===== config.mk =====
export PLATFORM = sky130hd
export DESIGN_NAME = dotted_ipv4_address_parser
export DESIGN_NICKNAME = d
export VERILOG_FILES = /design/src/rtl/dipa_pkg.sv /design/src/rtl/dipa_char_class.sv /design/src/rtl/dotted_ipv4_address_parser.sv
export SDC_FILE = /design/constraint.sdc
export NUM_CORES = 1
export LEC_CHECK = 0
export BUFFER_PORTS_ARGS = -buffer_cell sky130_fd_sc_hd__buf_2
export CORE_MARGIN = 5
export CORE_UTILIZATION = 35
export DETAILED_ROUTE_END_ITERATION = 16
export HOLD_SLACK_MARGIN = 0.02
export SYNTH_ARGS = -nofsm -noshare
export SYNTH_HDL_FRONTEND = slang
export SYNTH_SLANG_ARGS = --single-unit

===== constraint.sdc =====
create_clock -name clk -period 10.75 [get_ports clk]
set_clock_uncertainty 0.15 [all_clocks]
set_input_delay 2.6875 -clock clk [delete_from_list [all_inputs] [get_ports clk]]
set_output_delay 2.6875 -clock clk [all_outputs]
set_load 0.05 [all_outputs]

===== src/rtl/dipa_pkg.sv =====
// Shared types and constants for the dotted IPv4 address parser.
// Used by dipa_char_class and dotted_ipv4_address_parser; no dependencies.
`default_nettype none

package dipa_pkg;

    // Number base of the part being read.
    localparam logic [1:0] BASE_DEC = 2'd0;
    localparam logic [1:0] BASE_OCT = 2'd1;
    localparam logic [1:0] BASE_HEX = 2'd2;

    // Position inside the part being read.
    localparam logic [1:0] PHASE_START  = 2'd0;
    localparam logic [1:0] PHASE_ZERO   = 2'd1;
    localparam logic [1:0] PHASE_DIGITS = 2'd2;

    localparam int MAX_PARTS = 4;

    // Character codes.
    localparam logic [7:0] CH_NUL   = 8'h00;
    localparam logic [7:0] CH_TAB   = 8'h09;
    localparam logic [7:0] CH_CR    = 8'h0d;
    localparam logic [7:0] CH_SPACE = 8'h20;
    localparam logic [7:0] CH_DOT   = 8'h2e;
    localparam logic [7:0] CH_ZERO  = 8'h30;
    localparam logic [7:0] CH_NINE  = 8'h39;
    localparam logic [7:0] CH_UC_A  = 8'h41;
    localparam logic [7:0] CH_UC_F  = 8'h46;
    localparam logic [7:0] CH_UC_X  = 8'h58;
    localparam logic [7:0] CH_LC_A  = 8'h61;
    localparam logic [7:0] CH_LC_F  = 8'h66;
    localparam logic [7:0] CH_LC_X  = 8'h78;

    // Classification of one character.
    typedef struct packed {
        logic       is_dec;
        logic       is_hex_letter;
        logic [3:0] nibble;
        logic       is_zero;
        logic       is_x;
        logic       is_dot;
        logic       is_blank;
    } dipa_class_t;

endpackage

`default_nettype wire


===== src/rtl/dipa_char_class.sv =====
// Character classifier for the dotted IPv4 address parser.
// Depends on dipa_pkg for the character codes and the class struct.
`default_nettype none

module dipa_char_class (
    input  wire logic [7:0]          char_code,
    output dipa_pkg::dipa_class_t    char_class
);
    import dipa_pkg::*;

    logic is_dec;
    logic is_letter;

    assign is_dec    = (char_code >= CH_ZERO) && (char_code <= CH_NINE);
    assign is_letter = ((char_code >= CH_LC_A) && (char_code <= CH_LC_F))
                    || ((char_code >= CH_UC_A) && (char_code <= CH_UC_F));

    always_comb
    begin
        char_class.is_dec        = is_dec;
        char_class.is_hex_letter = is_letter;
        // Letters a-f and A-F carry 1..6 in the low nibble.
        char_class.nibble        = is_dec ? char_code[3:0] : char_code[3:0] + 4'd9;
        char_class.is_zero       = (char_code == CH_ZERO);
        char_class.is_x          = (char_code == CH_LC_X) || (char_code == CH_UC_X);
        char_class.is_dot        = (char_code == CH_DOT);
        char_class.is_blank      = (char_code == CH_NUL) || (char_code == CH_SPACE)
                                || ((char_code >= CH_TAB) && (char_code <= CH_CR));
    end

endmodule

`default_nettype wire


===== src/rtl/dotted_ipv4_address_parser.sv =====
// Top level of the dotted IPv4 address parser: input register, parse state
// and result register. Depends on dipa_pkg and dipa_char_class.
//
// The block takes one text character per word and parses a dotted IPv4
// address of up to four parts in C number syntax (decimal, octal after a
// leading zero, hex after x or X), returning the host-order address with a
// bad_format flag. A word with tuser high starts a new string. It accepts one
// character every cycle while the result register is empty or being read; an
// unread result word stalls the input. The character that ends the string is held
// in the input register, and the result word is registered when it advances. The
// input rate is set by the accumulator update (multiply by the base and add the
// digit), which is combinational. Only the character that ends a parse, or a
// fourth dot, produces a result word.
`default_nettype none

module dotted_ipv4_address_parser (
    input  wire logic        clk,
    input  wire logic        rst_n,
    input  wire logic        s_tvalid,
    output logic             s_tready,
    input  wire logic [7:0]  s_tdata,    // [7:0] char_code
    input  wire logic        s_tuser,    // [0] new_string
    output logic             m_tvalid,
    input  wire logic        m_tready,
    output logic [31:0]      m_tdata,    // [31:0] address
    output logic             m_tuser     // [0] bad_format
);
    import dipa_pkg::*;

    // Input stage.
    logic        in_valid_reg;
    logic [7:0]  char_reg;
    logic        new_string_reg;
    logic        advance;

    // Parse state.
    logic [31:0] acc_reg, acc_next;
    logic [1:0]  base_reg, base_next;
    logic [1:0]  phase_reg, phase_next;
    logic [1:0]  parts_reg, parts_next;
    logic        busy_reg, busy_next;
    logic [7:0]  part_bytes_reg [MAX_PARTS-1];

    dipa_class_t cls;
    logic        done;
    logic        part_wr;
    logic [1:0]  part_idx;
    logic [7:0]  part_byte;
    logic        res_valid;
    logic        res_bad;
    logic [31:0] res_addr;

    dipa_char_class u_char_class (
        .char_code  (char_reg),
        .char_class (cls)
    );

    assign advance  = in_valid_reg && (!m_tvalid || m_tready);
    assign s_tready = !in_valid_reg || advance;

    always_ff @(posedge clk or negedge rst_n)
    begin
        if (!rst_n)
        begin
            in_valid_reg <= 1'b0;
        end
        else if (s_tready)
        begin
            in_valid_reg <= s_tvalid;
        end
    end

    always_ff @(posedge clk)
    begin
        if (s_tready && s_tvalid)
        begin
            char_reg       <= s_tdata;
            new_string_reg <= s_tuser;
        end
    end

    always_comb
    begin
        acc_next   = acc_reg;
        base_next  = base_reg;
        phase_next = phase_reg;
        parts_next = parts_reg;
        busy_next  = busy_reg;
        part_wr    = 1'b0;
        part_idx   = parts_reg;
        part_byte  = acc_reg[7:0];
        res_valid  = 1'b0;
        res_bad    = 1'b0;
        res_addr   = 32'd0;

        if (new_string_reg)
        begin
            acc_next   = 32'd0;
            base_next  = BASE_DEC;
            phase_next = PHASE_START;
            parts_next = 2'd0;
            busy_next  = 1'b1;
        end
        done = !busy_next;

        if (!done && phase_next == PHASE_START)
        begin
            if (cls.is_zero)
            begin
                base_next  = BASE_OCT;
                phase_next = PHASE_ZERO;
                done       = 1'b1;
            end
            else
            begin
                phase_next = PHASE_ZERO;
            end
        end

        // A hex prefix is taken with or without a leading zero.
        if (!done && phase_next == PHASE_ZERO)
        begin
            phase_next = PHASE_DIGITS;
            if (cls.is_x)
            begin
                base_next = BASE_HEX;
                done      = 1'b1;
            end
        end

        if (!done)
        begin
            if (cls.is_dec || (base_next == BASE_HEX && cls.is_hex_letter))
            begin
                case (base_next)
                    BASE_HEX: acc_next = (acc_next << 4) + {28'd0, cls.nibble};
                    BASE_OCT: acc_next = (acc_next << 3) + {28'd0, cls.nibble};
                    default:  acc_next = (acc_next << 3) + (acc_next << 1)
                                       + {28'd0, cls.nibble};
                endcase
            end
            else if (cls.is_dot)
            begin
                if (parts_next < 2'(MAX_PARTS - 1))
                begin
                    part_wr    = 1'b1;
                    part_idx   = parts_next;
                    part_byte  = acc_next[7:0];
                    parts_next = parts_next + 2'd1;
                    acc_next   = 32'd0;
                    base_next  = BASE_DEC;
                    phase_next = PHASE_START;
                end
                else
                begin
                    res_valid = 1'b1;
                    res_bad   = 1'b1;
                    busy_next = 1'b0;
                end
            end
            else
            begin
                busy_next = 1'b0;
                res_valid = 1'b1;
                if (cls.is_blank)
                begin
                    case (parts_next)
                        2'd0: res_addr = acc_next;
                        2'd1: res_addr = {part_bytes_reg[0], acc_next[23:0]};
                        2'd2: res_addr = {part_bytes_reg[0], part_bytes_reg[1],
                                          acc_next[15:0]};
                        default: res_addr = {part_bytes_reg[0], part_bytes_reg[1],
                                             part_bytes_reg[2], acc_next[7:0]};
                    endcase
                end
                else
                begin
                    res_bad = 1'b1;
                end
            end
        end
    end

    always_ff @(posedge clk or negedge rst_n)
    begin
        if (!rst_n)
        begin
            acc_reg   <= 32'd0;
            base_reg  <= BASE_DEC;
            phase_reg <= PHASE_START;
            parts_reg <= 2'd0;
            busy_reg  <= 1'b0;
        end
        else if (advance)
        begin
            acc_reg   <= acc_next;
            base_reg  <= base_next;
            phase_reg <= phase_next;
            parts_reg <= parts_next;
            busy_reg  <= busy_next;
        end
    end

    always_ff @(posedge clk)
    begin
        if (advance && part_wr)
        begin
            part_bytes_reg[part_idx] <= part_byte;
        end
    end

    // Result register.
    always_ff @(posedge clk or negedge rst_n)
    begin
        if (!rst_n)
        begin
            m_tvalid <= 1'b0;
        end
        else if (advance && res_valid)
        begin
            m_tvalid <= 1'b1;
        end
        else if (m_tready)
        begin
            m_tvalid <= 1'b0;
        end
    end

    always_ff @(posedge clk)
    begin
        if (advance && res_valid)
        begin
            m_tdata <= res_addr;
            m_tuser <= res_bad;
        end
    end

    a_bad_is_zero: assert property (@(posedge clk) disable iff (!rst_n)
        m_tvalid && m_tuser |-> m_tdata == 32'd0)
        else $error("error result carries a nonzero address");

    a_result_ends_string: assert property (@(posedge clk) disable iff (!rst_n)
        advance && res_valid |=> !busy_reg)
        else $error("parse still busy after a result");

    a_idle_is_silent: assert property (@(posedge clk) disable iff (!rst_n)
        advance && !new_string_reg && !busy_reg |-> !res_valid)
        else $error("result produced while waiting for a new string");

    a_stall_reason: assert property (@(posedge clk) disable iff (!rst_n)
        !s_tready |-> in_valid_reg && m_tvalid && !m_tready)
        else $error("input stalled without a full pipeline");

endmodule

`default_nettype wire


==> impl_results.rst <==
.. list-table::
   :header-rows: 1

   * - Metric
     - Value
   * - H-tree depth
     - 3
   * - Number of max-cap violations
     - 0
   * - CP Cell Sequence
     - buf_2 -> nand3b_1 -> buf_2
   * - Layout cells sized above 1
     - 10.11%
   * - Highest ir drop seen on vdd
     - 0.00007081 V
   * - Areal power density over the cells
     - 113.1 mW/mm^2
   * - Number of gates given a new drive strength after cts
     - 0
   * - Sum of routed wire length over all layers
     - 19,710 um
   * - Largest area contributor in the synthesized netlist
     - sky130_fd_sc_hd__edfxtp_1
   * - Die span in x
     - 158.3 um
   * - Via count
     - 6,288
   * - Final setup slack of the worst path
     - 4723 ps
   * - Count of final hold-check violations
     - 0
   * - Maximum single-stage delay on the critical path
     - ~230 ps
   * - Initial core utilization
     - a little over a third
   * - Ranking of synthesized cells by area
     - sky130_fd_sc_hd__edfxtp_1 26%, sky130_fd_sc_hd__dfrtp_1 13%, sky130_fd_sc_hd__ha_1 11%
   * - Final Wtd Congestion
     - roughly 0.84
   * - Ports placed on the boundary
     - 48
   * - Clock tree from TritonCTS
     - yes
   * - Total of flip-flops plus latches after synthesis
     - 107
   * - Port Buffer Count
     - 47
   * - HPWL Detailed
     - 14,710 um
   * - Clock insertion delay at the later pin of the skew report
     - about 350 ps
   * - Synthesis-to-layout area growth
     - 10.20%
   * - Worst slew margin
     - 27.69%
   * - Number of violations reported at the end of detailed-routing iteration 0
     - 534
   * - First-pass GRT wire length
     - 31,770 um
   * - Final global-route overflow total
     - 0
   * - Leakage power
     - 3.738 nW
   * - Prevailing post-synth register cell
     - sky130_fd_sc_hd__edfxtp_1
   * - Startpoint of the lowest-slack hold path
     - base_reg[0]
   * - Post-detailed-route wirelength per cell
     - ~17 um
   * - Setup repair after global routing missed its margin
     - false
   * - Synthesized net count
     - 899
   * - Max Fanout on Critical Path
     - 3
   * - Count of nets after finishing
     - 928
   * - Count of antenna-violating nets left after detailed routing
     - 0
   * - Worst setup EP type
     - output pin
   * - Total clock sinks
     - around 110
   * - Number of optimization iterations in the first detailed-route pass
     - 5
   * - Final-layout worst hold slack
     - 342.5 ps
   * - Count of unresolved DRC violations after routing
     - 0
   * - Overall power consumption
     - 959.8 uW
   * - Post-detailed-route via-to-cell ratio
     - 5.560
   * - F_max
     - 165.9 MHz
   * - Number of max-slew violations in the final report
     - 0
   * - Family with the most delay on the worst path
     - buffers and inverters
   * - Core outline area
     - about 0.022 sq mm
   * - Async set-or-reset flop fraction in the synthesized netlist
     - 38.32%
   * - Post-synthesis instance area
     - 0.007700 sq mm
   * - Total Routing Usage GR
     - 15.80%
   * - Via count of the first global-routing pass
     - 5,999
   * - CTS Hold Buffers Added
     - 0
   * - CP max stage cell
     - sky130_fd_sc_hd__buf_2
   * - Pre-CTS worst setup slack
     - between 4000 and 5000 ps
   * - Crit path launch
     - m_tready
   * - Gate count after technology mapping
     - a little over 800
   * - Crit path top cell by count
     - sky130_fd_sc_hd__buf_2
   * - Yosys warning total
     - 0
   * - Run status
     - finished, final reports clean
   * - Number of buffers created by CTS
     - 9
   * - Share of the cycle needed by the critical path after routing
     - 56.07%
   * - Worst r2r src
     - new_string_reg
   * - Antenna cells
     - 0
   * - Std-Cell Rows
     - 54
   * - Data arrival at the endpoint of the critical path
     - around 3200 ps
   * - Startpoint types
     - input pin
   * - Clock Root Buffer
     - sky130_fd_sc_hd__clkbuf_16
   * - Number of setup buffers added after CTS
     - 0
   * - Vertical die dimension
     - ~160 um
   * - Transition time at the pin with the least slew margin
     - 1085 ps
   * - Type of the worst setup path
     - in -> out
   * - Number of distinct library cells after synthesis
     - 71
   * - Fin crit period
     - 6028 ps
   * - Most common cell after layout, fill and taps aside
     - sky130_fd_sc_hd__nand2_1
   * - Number of antenna violations at the first check in global routing
     - 0
   * - Area share of the largest cell type after synthesis
     - between 20 and 30%
   * - Number of flops mapped to enable cells by yosys
     - 66
   * - Setup-failing EPs final
     - 0
   * - Die Outline Area
     - 0.02507 sq mm
   * - Synth Area per Inst
     - 9.425 sq um
   * - Setup TNS after final layout
     - 0 ps
   * - Number of buffers and inverters on the critical path
     - 2
   * - Most used cells in the layout excluding fill and tap cells
     - 83 x sky130_fd_sc_hd__nand2_1, 67 x sky130_fd_sc_hd__ha_1, 66 x sky130_fd_sc_hd__edfxtp_1
   * - Sequential area share after synthesis
     - 39.06%
   * - Buffer depth of the longest clock path
     - 2
   * - Largest net degree at the start of global routing
     - 43
   * - Required time of the worst setup path
     - 7910 ps
   * - Worst min-delay path category
     - reg -> reg
   * - Clock transition time at the flip-flop clock pins of the worst setup and hold paths
     - 70 ps
-- power by group --
group	internal, mW	leakage, nW	switching, mW
sequential	0.466	1.21	0.0123
combinational	0.0349	2.39	0.126
clock	0.165	0.136	0.156
total	0.665	3.74	0.294
-- layout make-up --
type	count	area [sq um]
clock inverters	5	35.03
repair buffers	55	295.3
inverters	26	97.59
flip-flops and latches	107	3008
well taps	280	350.3
multi-input cells	647	4457
fillers	2181	13270
clock buffers	11	242.7
-- metal layers --
metal  GRT usage (%)  part of all wire [%]  vias to the layer above
li1                -                     -                     3084
met1           22.48                    49                     3022
met2           25.75                    45                      164
met3           2.175                   4.2                       18
met4           3.452                   1.2                        0
met5               0                     0                        -
-- cell families (layout without fill, tap and decap cells) --
kind of cell	after synthesis	count (layout)	synth area share, %
multiplexers	19	19	2.486
buffers and inverters	63	97	3.136
adder cells (fa/ha/maj)	69	69	11.41
XOR/XNOR	49	49	5.574
AO/OA/AOI/OAI	222	222	19.16
flip-flops	107	107	39.06
AND/OR/NAND/NOR	288	288	19.17
-- tightest hold or removal path, delay by kind of cell, from the launching register on --
kind | cells | cell delay, ps
simple gates | 1 | 50
compound gates | 1 | 60
flops | 1 | 360
-- cell usage after synthesis (all sizes together) (3+ instances only) --
library cell	n
edfxtp	66
and2	14
inv	25
nor3	10
nor4	3
or3	4
buf	7
o21bai	4
a211o	4
a221oi	12
nand2	83
mux2i	18
nor3b	3
xnor2	32
a22o	15
nand4	12
and4	4
a21o	19
a22oi	14
a21oi	63
a31oi	9
xor2	17
dfrtp	41
or2	3
o22a	3
nand3b	3
nand3	24
o31ai	5
nand2b	10
o221ai	4
clkbuf	30
o21ai	41
ha	67
a211oi	8
nor2	65
and3	19
nor2b	24
-- path summary, 6_finish.rpt --
kind                                 to  depth (start not counted)  slack, ps
max                            s_tready                          3       4720
min                         base_reg[0]                          2        340
max reg2reg                 acc_reg[30]                         14       5680
min reg2reg                 base_reg[0]                          2        340
max in group asynchronous   acc_reg[13]                          1       7390
min in group asynchronous  in_valid_reg                          1       2360
-- metrics by stage --
stage | util (%) | std cells | instance area, sq um
2_1_floorplan | - | 817 | 7700
3_3_place_gp | 37.73 | 1115 | 8208
3_5_place_dp | 37.73 | 1115 | 8208
4_1_cts | 39.00 | 1131 | 8486
5_1_grt | 39.00 | 1131 | 8486
6_report | 39.00 | 1131 | 8486
Power figures use the tool's default switching activity.
